`src/rtl/rsll_pkg.sv`:
```
`default_nettype none

package rsll_pkg;

    localparam int OPND_BITS = 64;
    localparam int VALUE_BITS = 62;
    localparam int CFG_INDEX_BITS = 3;

    localparam logic [1:0] CMD_CLEAR = 2'd0;
    localparam logic [1:0] CMD_FOLD = 2'd1;
    localparam logic [1:0] CMD_SCALE = 2'd2;

    localparam logic [CFG_INDEX_BITS-1:0] CFG_MODULUS = 3'd0;
    localparam logic [CFG_INDEX_BITS-1:0] CFG_LIMB_IN_INPUT = 3'd1;
    localparam logic [CFG_INDEX_BITS-1:0] CFG_USE_GIVEN_FACTOR = 3'd2;
    localparam logic [CFG_INDEX_BITS-1:0] CFG_GIVEN_FACTOR = 3'd3;
    localparam logic [CFG_INDEX_BITS-1:0] CFG_INPUT_IN_COEFF_DOMAIN = 3'd4;

    localparam logic STATUS_OK = 1'b0;
    localparam logic STATUS_DOMAIN_ERROR = 1'b1;

    typedef struct packed {
        logic [1:0]            command;
        logic [OPND_BITS-1:0]  prime_value;
        logic [VALUE_BITS-1:0] coefficient;
        logic                  last_coefficient;
    } item_t;

    typedef struct packed {
        logic [VALUE_BITS-1:0] scaled_value;
        logic                  status;
        logic                  row_end;
    } result_t;

    typedef struct packed {
        logic limb_in_input;
        logic use_given_factor;
        logic input_in_coeff_domain;
    } cfg_flags_t;

endpackage

`default_nettype wire

```
`src/rtl/rsll_cfg.sv`:
```
`default_nettype none

module rsll_cfg #(
    parameter int W = 62
) (
    input  wire logic                                clk,
    input  wire logic                                rst_n,
    input  wire logic                                cfg_valid,
    output logic                                     cfg_ready,
    input  wire logic [rsll_pkg::CFG_INDEX_BITS-1:0] cfg_index,
    input  wire logic [W-1:0]                        cfg_data,
    output logic [W-1:0]                             modulus,
    output logic [W-1:0]                             given_factor,
    output rsll_pkg::cfg_flags_t                     flags
);
    import rsll_pkg::*;

    logic [W-1:0] modulus_reg;
    logic [W-1:0] given_factor_reg;
    cfg_flags_t   flags_reg;

    assign cfg_ready = 1'b1;
    assign modulus = modulus_reg;
    assign given_factor = given_factor_reg;
    assign flags = flags_reg;

    always_ff @(posedge clk or negedge rst_n)
    begin
        if (!rst_n)
        begin
            modulus_reg <= W'(2);
            given_factor_reg <= '0;
            flags_reg.limb_in_input <= 1'b0;
            flags_reg.use_given_factor <= 1'b0;
            flags_reg.input_in_coeff_domain <= 1'b1;
        end
        else if (cfg_valid && cfg_ready)
        begin
            case (cfg_index)
                CFG_MODULUS: modulus_reg <= cfg_data;
                CFG_LIMB_IN_INPUT: flags_reg.limb_in_input <= cfg_data[0];
                CFG_USE_GIVEN_FACTOR: flags_reg.use_given_factor <= cfg_data[0];
                CFG_GIVEN_FACTOR: given_factor_reg <= cfg_data;
                CFG_INPUT_IN_COEFF_DOMAIN: flags_reg.input_in_coeff_domain <= cfg_data[0];
                default: ;
            endcase
        end
    end

endmodule

`default_nettype wire

```
`src/rtl/rsll_modmul.sv`:
```
`default_nettype none

module rsll_modmul #(
    parameter int W = 62
) (
    input  wire logic                           clk,
    input  wire logic                           rst_n,
    input  wire logic                           start,
    input  wire logic [W-1:0]                   a,
    input  wire logic [rsll_pkg::OPND_BITS-1:0] b,
    input  wire logic [W-1:0]                   m,
    output logic                                done,
    output logic [W-1:0]                        product
);
    import rsll_pkg::*;

    localparam int XW = W + 3;
    localparam int CW = $clog2(OPND_BITS);

    typedef enum logic [4:0] {
        MM_IDLE = 5'b00001,
        MM_RED  = 5'b00010,
        MM_PREP = 5'b00100,
        MM_MUL  = 5'b01000,
        MM_DONE = 5'b10000
    } mm_state_t;

    mm_state_t            state_reg, state_next;
    logic [CW-1:0]        cnt_reg, cnt_next;
    logic [W-1:0]         a_sh_reg, a_sh_next;
    logic [OPND_BITS-1:0] b_sh_reg, b_sh_next;
    logic [W-1:0]         r_reg, r_next;
    logic [W-1:0]         acc_reg, acc_next;
    logic signed [XW-1:0] nm_reg, nm_next;
    logic signed [XW-1:0] am_reg, am_next;
    logic signed [XW-1:0] a2m_reg, a2m_next;

    logic [W:0]           red_r2;
    logic [W+1:0]         red_diff;
    logic [W-1:0]         red_val;
    logic signed [XW-1:0] dbl;
    logic signed [XW-1:0] t1;
    logic signed [XW-1:0] t2;
    logic signed [XW-1:0] t3;
    logic signed [XW-1:0] t4;
    logic signed [XW-1:0] mul_sel;
    logic                 m_small;

    // Reduction of a: one bit of a enters the remainder each cycle.
    assign red_r2 = {r_reg, a_sh_reg[W-1]};
    assign red_diff = {1'b0, red_r2} - {2'b00, m};
    assign red_val = red_diff[W+1] ? red_r2[W-1:0] : red_diff[W-1:0];

    // Multiply step: all candidates of double-and-add are formed in parallel.
    assign dbl = {2'b00, acc_reg, 1'b0};
    assign t1 = dbl + nm_reg;
    assign t2 = dbl + {3'b000, r_reg};
    assign t3 = dbl + am_reg;
    assign t4 = dbl + a2m_reg;

    always_comb
    begin
        if (b_sh_reg[OPND_BITS-1])
        begin
            if (!t4[XW-1])
                mul_sel = t4;
            else if (!t3[XW-1])
                mul_sel = t3;
            else
                mul_sel = t2;
        end
        else
        begin
            if (!t1[XW-1])
                mul_sel = t1;
            else
                mul_sel = dbl;
        end
    end

    assign m_small = (m[W-1:1] == '0);
    assign done = (state_reg == MM_DONE);
    assign product = m_small ? '0 : acc_reg;

    always_comb
    begin
        state_next = state_reg;
        cnt_next = cnt_reg;
        a_sh_next = a_sh_reg;
        b_sh_next = b_sh_reg;
        r_next = r_reg;
        acc_next = acc_reg;
        nm_next = nm_reg;
        am_next = am_reg;
        a2m_next = a2m_reg;
        case (state_reg)
            MM_IDLE:
            begin
                if (start)
                begin
                    a_sh_next = a;
                    b_sh_next = b;
                    r_next = '0;
                    cnt_next = CW'(W - 1);
                    state_next = MM_RED;
                end
            end
            MM_RED:
            begin
                r_next = red_val;
                a_sh_next = {a_sh_reg[W-2:0], 1'b0};
                cnt_next = cnt_reg - 1'b1;
                if (cnt_reg == '0)
                    state_next = MM_PREP;
            end
            MM_PREP:
            begin
                nm_next = {XW{1'b0}} - {3'b000, m};
                am_next = {3'b000, r_reg} - {3'b000, m};
                a2m_next = {3'b000, r_reg} - {2'b00, m, 1'b0};
                acc_next = '0;
                cnt_next = CW'(OPND_BITS - 1);
                state_next = MM_MUL;
            end
            MM_MUL:
            begin
                acc_next = mul_sel[W-1:0];
                b_sh_next = {b_sh_reg[OPND_BITS-2:0], 1'b0};
                cnt_next = cnt_reg - 1'b1;
                if (cnt_reg == '0)
                    state_next = MM_DONE;
            end
            MM_DONE:
            begin
                state_next = MM_IDLE;
            end
            default:
            begin
                state_next = MM_IDLE;
            end
        endcase
    end

    always_ff @(posedge clk or negedge rst_n)
    begin
        if (!rst_n)
            state_reg <= MM_IDLE;
        else
            state_reg <= state_next;
    end

    always_ff @(posedge clk)
    begin
        cnt_reg <= cnt_next;
        a_sh_reg <= a_sh_next;
        b_sh_reg <= b_sh_next;
        r_reg <= r_next;
        acc_reg <= acc_next;
        nm_reg <= nm_next;
        am_reg <= am_next;
        a2m_reg <= a2m_next;
    end

endmodule

`default_nettype wire

```
`src/rtl/rns_scaled_limb_lift.sv`:
```
// Channel  | Direction | Handshake                | Payload
// item     | in        | item_valid / item_stall  | rsll_pkg::item_t
// result   | out       | result_valid / result_stall | rsll_pkg::result_t
// cfg      | in        | cfg_valid / cfg_ready    | cfg_index, cfg_data
//
// Fold and scale commands run one bit-serial modular multiply: it reduces the factor bit
// by bit, takes one setup step, shifts through the 64-bit multiplier operand and ends in
// a done step. Clear, unused commands and scales that give zero skip the multiply.
// Reset is asynchronous, active low; the running factor resets to one.
// A finished result waits in the output register while the next item is taken.
`default_nettype none

module rns_scaled_limb_lift #(
    parameter int MODULUS_BITS = 62
) (
    input  wire logic                                clk,
    input  wire logic                                rst_n,
    input  wire logic                                item_valid,
    output logic                                     item_stall,
    input  wire rsll_pkg::item_t                     item,
    output logic                                     result_valid,
    input  wire logic                                result_stall,
    output rsll_pkg::result_t                        result,
    input  wire logic                                cfg_valid,
    output logic                                     cfg_ready,
    input  wire logic [rsll_pkg::CFG_INDEX_BITS-1:0] cfg_index,
    input  wire logic [MODULUS_BITS-1:0]             cfg_data
);
    import rsll_pkg::*;

    localparam int W = MODULUS_BITS;

    typedef enum logic [2:0] {
        ST_IDLE = 3'b001,
        ST_BUSY = 3'b010,
        ST_EMIT = 3'b100
    } state_t;

    state_t         state_reg, state_next;
    logic [W-1:0]   factor_reg, factor_next;
    logic           fold_reg, fold_next;
    logic           last_reg, last_next;
    logic [W-1:0]   value_reg, value_next;
    logic           status_reg, status_next;
    logic           result_valid_reg, result_valid_next;
    result_t        result_reg, result_next;

    logic [W-1:0]         modulus;
    logic [W-1:0]         given_factor;
    cfg_flags_t           flags;
    logic                 mm_start;
    logic [W-1:0]         mm_a;
    logic [OPND_BITS-1:0] mm_b;
    logic                 mm_done;
    logic [W-1:0]         mm_product;
    logic                 item_take;
    logic                 out_free;

    rsll_cfg #(
        .W(W)
    ) u_cfg (
        .clk(clk),
        .rst_n(rst_n),
        .cfg_valid(cfg_valid),
        .cfg_ready(cfg_ready),
        .cfg_index(cfg_index),
        .cfg_data(cfg_data),
        .modulus(modulus),
        .given_factor(given_factor),
        .flags(flags)
    );

    rsll_modmul #(
        .W(W)
    ) u_modmul (
        .clk(clk),
        .rst_n(rst_n),
        .start(mm_start),
        .a(mm_a),
        .b(mm_b),
        .m(modulus),
        .done(mm_done),
        .product(mm_product)
    );

    assign item_stall = (state_reg != ST_IDLE);
    assign item_take = item_valid && !item_stall;
    assign out_free = !result_valid_reg || !result_stall;
    assign result_valid = result_valid_reg;
    assign result = result_reg;

    always_comb
    begin
        state_next = state_reg;
        factor_next = factor_reg;
        fold_next = fold_reg;
        last_next = last_reg;
        value_next = value_reg;
        status_next = status_reg;
        result_valid_next = result_valid_reg && result_stall;
        result_next = result_reg;
        mm_start = 1'b0;
        mm_a = factor_reg;
        mm_b = item.prime_value;
        case (state_reg)
            ST_IDLE:
            begin
                if (item_take)
                begin
                    last_next = item.last_coefficient;
                    case (item.command)
                        CMD_CLEAR:
                        begin
                            factor_next = W'(1);
                        end
                        CMD_FOLD:
                        begin
                            mm_start = 1'b1;
                            fold_next = 1'b1;
                            state_next = ST_BUSY;
                        end
                        CMD_SCALE:
                        begin
                            fold_next = 1'b0;
                            value_next = '0;
                            status_next = STATUS_OK;
                            if (!flags.input_in_coeff_domain)
                            begin
                                status_next = STATUS_DOMAIN_ERROR;
                                state_next = ST_EMIT;
                            end
                            else if (!flags.limb_in_input)
                            begin
                                state_next = ST_EMIT;
                            end
                            else
                            begin
                                mm_start = 1'b1;
                                mm_a = flags.use_given_factor ? given_factor : factor_reg;
                                mm_b = OPND_BITS'(item.coefficient);
                                state_next = ST_BUSY;
                            end
                        end
                        default: ;
                    endcase
                end
            end
            ST_BUSY:
            begin
                if (mm_done)
                begin
                    if (fold_reg)
                    begin
                        factor_next = mm_product;
                        state_next = ST_IDLE;
                    end
                    else
                    begin
                        value_next = mm_product;
                        state_next = ST_EMIT;
                    end
                end
            end
            ST_EMIT:
            begin
                if (out_free)
                begin
                    result_valid_next = 1'b1;
                    result_next.scaled_value = VALUE_BITS'(value_reg);
                    result_next.status = status_reg;
                    result_next.row_end = last_reg;
                    state_next = ST_IDLE;
                end
            end
            default:
            begin
                state_next = ST_IDLE;
            end
        endcase
    end

    always_ff @(posedge clk or negedge rst_n)
    begin
        if (!rst_n)
        begin
            state_reg <= ST_IDLE;
            factor_reg <= W'(1);
            result_valid_reg <= 1'b0;
        end
        else
        begin
            state_reg <= state_next;
            factor_reg <= factor_next;
            result_valid_reg <= result_valid_next;
        end
    end

    always_ff @(posedge clk)
    begin
        fold_reg <= fold_next;
        last_reg <= last_next;
        value_reg <= value_next;
        status_reg <= status_next;
        result_reg <= result_next;
    end

endmodule

`default_nettype wire
```
`config.mk`:
```
export PLATFORM = sky130hd
export DESIGN_NAME = rns_scaled_limb_lift
export DESIGN_NICKNAME = d
export VERILOG_FILES = /design/src/rtl/rsll_pkg.sv /design/src/rtl/rsll_cfg.sv /design/src/rtl/rsll_modmul.sv /design/src/rtl/rns_scaled_limb_lift.sv
export SDC_FILE = /design/constraint.sdc
export NUM_CORES = 2
export LEC_CHECK = 0
export BUFFER_PORTS_ARGS = -buffer_cell sky130_fd_sc_hd__clkbuf_2
export CAP_MARGIN = 20
export CORE_ASPECT_RATIO = 1.2
export CORE_UTILIZATION = 35
export CTS_CLUSTER_SIZE = 10
export DETAILED_ROUTE_END_ITERATION = 8
export PLACE_DENSITY = 0.55
export SLEW_MARGIN = 20
export SYNTH_ARGS = -nofsm -noshare
export SYNTH_HDL_FRONTEND = slang
export SYNTH_HIERARCHICAL = 1
export SYNTH_SLANG_ARGS = --single-unit
```
`constraint.sdc`:
```
create_clock -name clk -period 15.8 [get_ports clk]
set_clock_uncertainty 0.15 [all_clocks]
set_input_delay 1.58 -clock clk [delete_from_list [all_inputs] [get_ports clk]]
set_output_delay 1.58 -clock clk [all_outputs]
set_load 0.02 [all_outputs]
```
Word-level counts from Yosys, hierarchy flattened --
Index checks and enable logic that the tools add are counted.
Word-level totals: register bits 778, word-level logic and storage cells 149, output and inout bits 67
Operators by class: equal/unequal tests 26, reductions and logical operators 33, mux-type cells 57, add/sub/neg operators 9
Operators by type and width (number):
- 62-bit two-way mux | 22
- 62-bit one-hot mux with 2 select lines | 5
- 64-bit two-way mux | 6
- 64-bit by 65-bit adder with 65-bit output | 3
- 64-bit one-hot mux with 2 select lines | 1
- 62-bit by 63-bit subtractor with 64-bit output | 1
- 63-bit by 62-bit subtractor with 64-bit output | 1
- 1-bit by 62-bit subtractor with 63-bit output, first input constant | 1
- 62-bit by 62-bit subtractor with 63-bit output | 1
- 62-bit adder | 1
- 61-bit logical NOT | 1
- 5-bit one-hot mux with 4 select lines | 1
- 2-bit AND reduction | 10
- 3-bit two-way mux | 6
- 6-bit one-hot mux with 3 select lines | 1
- 5-bit two-way mux | 3
- 2-bit inequality test, second input constant | 6
- 5-bit AND reduction | 2
- 2-bit nonzero test | 5
- 3-bit by 2-bit == test with 1-bit output, second input constant | 3
- 3-bit one-hot mux with 3 select lines | 1
- 3-bit AND reduction | 3
- 2-bit by 1-bit inequality test with 1-bit output, second input constant | 4
- 1-bit two-way mux | 7
- other kinds (23) | 30

Longest topological paths before layout --
depth after elaboration 8, mapped depth 16, mapped depth without buffers 15

By module --
Netlist, hierarchy kept.
Modules (own cells, without submodules):
- rsll_modmul | seq. area each 13519.2 um^2, area each 43721.9 um^2, cells each 5226, times used 1
- rns_scaled_limb_lift | seq. area each 5527.8 um^2, area each 8833.5 um^2, cells each 524, times used 1
- rsll_cfg | seq. area each 3180.6 um^2, area each 4819.6 um^2, cells each 273, times used 1

Worst setup path after synthesis --
OpenSTA, ideal clock, no wires.
kind input port to flip-flop, start point in item[127] (netlist name), end point reg value_reg[0], enable pin, data required time 15.079 ns, stages on the path 4, buffers on the path 0, path slack 8.648 ns, arrival time 6.431 ns, cell sequence inv_1 > ha_1 > nor2_1 > nor3b_1
On the way: word-level cells in the longest chain between the ends 3
RTL lines:
- from (decl) | line rns_scaled_limb_lift.sv:20 | input wire rsll_pkg::item_t item,
- 2-bit == test | line rns_scaled_limb_lift.sv:111 | case (item.command)
- 2-bit by 1-bit inequality test with 1-bit output (no line)
- 5-bit AND reduction (no line)
- to (signal assigned) | line rns_scaled_limb_lift.sv:202 | value_reg <= value_next;
- to (decl) | line rns_scaled_limb_lift.sv:43 | logic [W-1:0] value_reg, value_next;
No other way between the ends. A chain may end at the register's enable or synchronous reset.

Final worst setup path --
start point reg u_modmul.acc_reg[4], end point reg u_modmul.acc_reg[61], data pin
On the way: word-level cells in the longest chain between the ends 5, elaborated cells between the ends (all ways) 9
RTL lines:
- from (decl) | line rsll_modmul.sv:33 | logic [W-1:0] acc_reg, acc_next;
- from (signal assigned) | line rsll_modmul.sv:158 | acc_reg <= acc_next;
- 64-bit by 65-bit adder with 65-bit output or 62-bit adder (tied branches) | line rsll_modmul.sv:58, rsll_modmul.sv:57
- 62-bit two-way mux | line rsll_modmul.sv:67 | else if (!t3[XW-1])
- 62-bit two-way mux | line rsll_modmul.sv:65 | if (!t4[XW-1])
- 62-bit two-way mux (*) | line rsll_modmul.sv:63 | if (b_sh_reg[OPND_BITS-1])
- 62-bit one-hot mux with 2 select lines (*) | line rsll_modmul.sv:96 | case (state_reg)
Every way passes the cells marked *; elsewhere a longest branch is shown, timed or not.

==> reports/summary.txt <==
Post-CTS Setup Inserts: 0
TritonCTS Sinks: 773
EDFF count, synth: 575
CTS Buffer Depth: 3
Antenna violations before repair: 3
# nets final: 6828
Synth top cells by count: nand2_1, edfxtp_1, a21oi_1
Setup crit start kind: flip-flop
Worst VDD drop: 0.08799 mV
Max-capacitance violation count: 0
GRT Resource Usage Total: 22.14%
Peak Freq: 0.1777 GHz
Power Dens Cells: 91.58 nW/um^2
Layout cell share with drive strength beyond 1: 13.01%
Synth top area share: 30.09%
Die X: 371.6 um
Worst hold path class: reg -> reg
Hold depth: 0
Slew Viols, Final: 0
Synthesized area per cell: 9.526 sq um
Pin count of the biggest net entering global routing: 80
Reg2Reg Setup Slack: 10.17 ns
Arr. time, crit path: 5.93 ns
Final ANT Viol Nets: 0
TritonCTS Buffers: 90
Sequential fraction of the synthesis area: 38.74%
Placed cell count: 8226
Status: finished clean
Gr ovfl total: 0
Leakage power: 24.72 nW
Final non-filler cell total: 8392
Syn nets: 6665
Final min period: 5.629 ns
Yosys warns: 6
Area leader, netlist: edfxtp_1
CTS root buf: clkbuf_16
Global-route wire length before repair: 281.0 mm
Rows: 162
R2r worst-path depth: 13
Hold Path Sink: result[63]
Unique masters post-synth: 100
Crit. Startpoint: u_modmul/acc_reg[4]
Critical path class: reg -> reg
Setup crit end kind: flip-flop
Count of routing violations after the opening detailed-route iteration: 3693
H-tree levels: 3
Placed cell area: 60710 sq um
Routed len/inst: 22.45 um
Post-cts hold buffer count: 0
Final Cycle Share: 35.63%
IO Count: 266
RR Endpoint: u_modmul/acc_reg[61]
Worst slew pin tran: 1.103 ns
Hold_sp: value_reg[61]
Hold Vio Cnt, Final: 0
Final setup violation count: 0
Area Overhead vs Synth: 10.50%
Clk_lat worst skew: 0.71 ns
Vias in the first global route: 46.36k
Clock slew at reported path FFs: 0.07 ns
WP data required: 16.10 ns
Gate Count Post-Synth: 6023
Final WL: 188.4 mm
Router iterations before antenna repair: 8
Async SR Flop Fraction: 25.61%
DR vias: 47.24k
Number of synthesized register bits: 773
Residual DRC count: 0
FF-to-FF Start: u_modmul/acc_reg[4]
Post-Syn Area: 57380 sq um
Count of buffers from port buffering: 264
Initial core utilization: 35.29%
Post-route setup TNS: 0 ns
PostCTS Resize Cnt: 0
Fin area: 63400 sq um
Die Area: 165600 sq um
Pwr Total: 5.807 mW
DP Wirelength: 148.7 mm
Die height: 445.5 um
Core area: 162600 sq um
Slew headroom: 24.59%
Critical path peak fanout: 79
RD Place Congestion: 0.9820
Vias per cell: 5.629
CTS tree: done
Top-count cell post-synth: nand2_1
Main synth FF type: edfxtp_1
RSZ-0062 raised after global routing: false
Area contributors post-synth: edfxtp_1, ha_1, dfrtp_1
==> kinds of logic (layout without fill, tap and decap cells) <==
kind of cell	Yosys count	count (layout)	share of synthesized area (%)
adder cells (fa/ha/maj)	443	443	9.752
other	1	2	0.006536
AND/OR/NAND/NOR	1858	1858	15.20
AO/OA/AOI/OAI	1724	1724	19.25
buffers and inverters	451	687	3.380
XOR/XNOR	439	439	6.701
multiplexers	334	334	6.965
flip-flops	773	773	38.74
==> worst max path at each step <==
stage                                      end  slack [ns]  cells after the start
after floorplan                   value_reg[0]        8.65                      4
after global placement    u_modmul/acc_reg[59]       10.24                     13
after detailed placement  u_modmul/acc_reg[61]       10.19                     13
after CTS                 u_modmul/acc_reg[61]       10.17                     13
after global routing      u_modmul/acc_reg[55]        9.82                     13
final                     u_modmul/acc_reg[61]       10.17                     13
==> per-layer routing <==
metal	track usage [%]	vias up	part of all wire, %
li1	-	22605	-
met1	29.22	22874	44
met2	36.97	1469	47
met3	2.218	285	5.2
met4	8.743	4	3.9
met5	0	-	0.011
==> critical path, cell delays in order (launching register included) <==
cell	delay, ns
edfxtp_1	0.52
ha_1	0.44
a2111oi_2	0.35
o21ai_0	0.21
a211oi_1	0.54
nand3_1	0.38
a41oi_1	0.33
buf_4	0.20
o21ba_2	0.22
o21a_4	0.36
buf_4	0.68
nor2_1	0.46
a221oi_1	0.41
a21oi_1	0.10
==> where the power goes <==
part / internal, mW / total (mW) / switching, mW / leakage, nW
clock network: 1.09 / 1.97 / 0.878 / 1.28
logic: 0.592 / 1.45 / 0.861 / 15.6
registers: 2.30 / 2.38 / 0.0838 / 7.86
total: 3.98 / 5.81 / 1.82 / 24.7
==> stage by stage <==
stage	hold WS, ns	setup WS [ns]	utilization (%)
2_1_floorplan	0.2503	8.648	-
6_report	0.2567	10.17	39.00
4_1_cts	0.2578	10.17	39.00
3_3_place_gp	0.2513	10.24	37.34
5_1_grt	0.2614	9.821	39.00
3_5_place_dp	0.2545	10.19	37.34
==> final cells by class <==
type	instances	area, sq um
Tap cell	2132	2668
Timing Repair Buffer	317	1729
Inverter	205	777.0
Clock buffer	153	2530
Fill cell	16222	99160
Clock inverter	12	161.4
Sequential cell	773	22230
Antenna cell	1	2.502
Multi-Input combinational cell	4799	33310
==> layout by cell type, fill, tap and decap left out, types with 103 or more instances in the layout <==
cell type  Yosys  final
nand2_1      810    806
edfxtp_1     575    575
a21oi_1      555    554
ha_1         436    436
nor2_1       318    317
o21ai_0      306    306
xnor2_1      269    269
clkbuf_2       0    263
mux2_2       244    244
a21o_1       228    228
inv_1        203    202
dfrtp_1      193    193
xor2_1       170    170
and2_1       103    103
nand3_1      104    103
No activity file was read; power rests on OpenSTA's default activity.
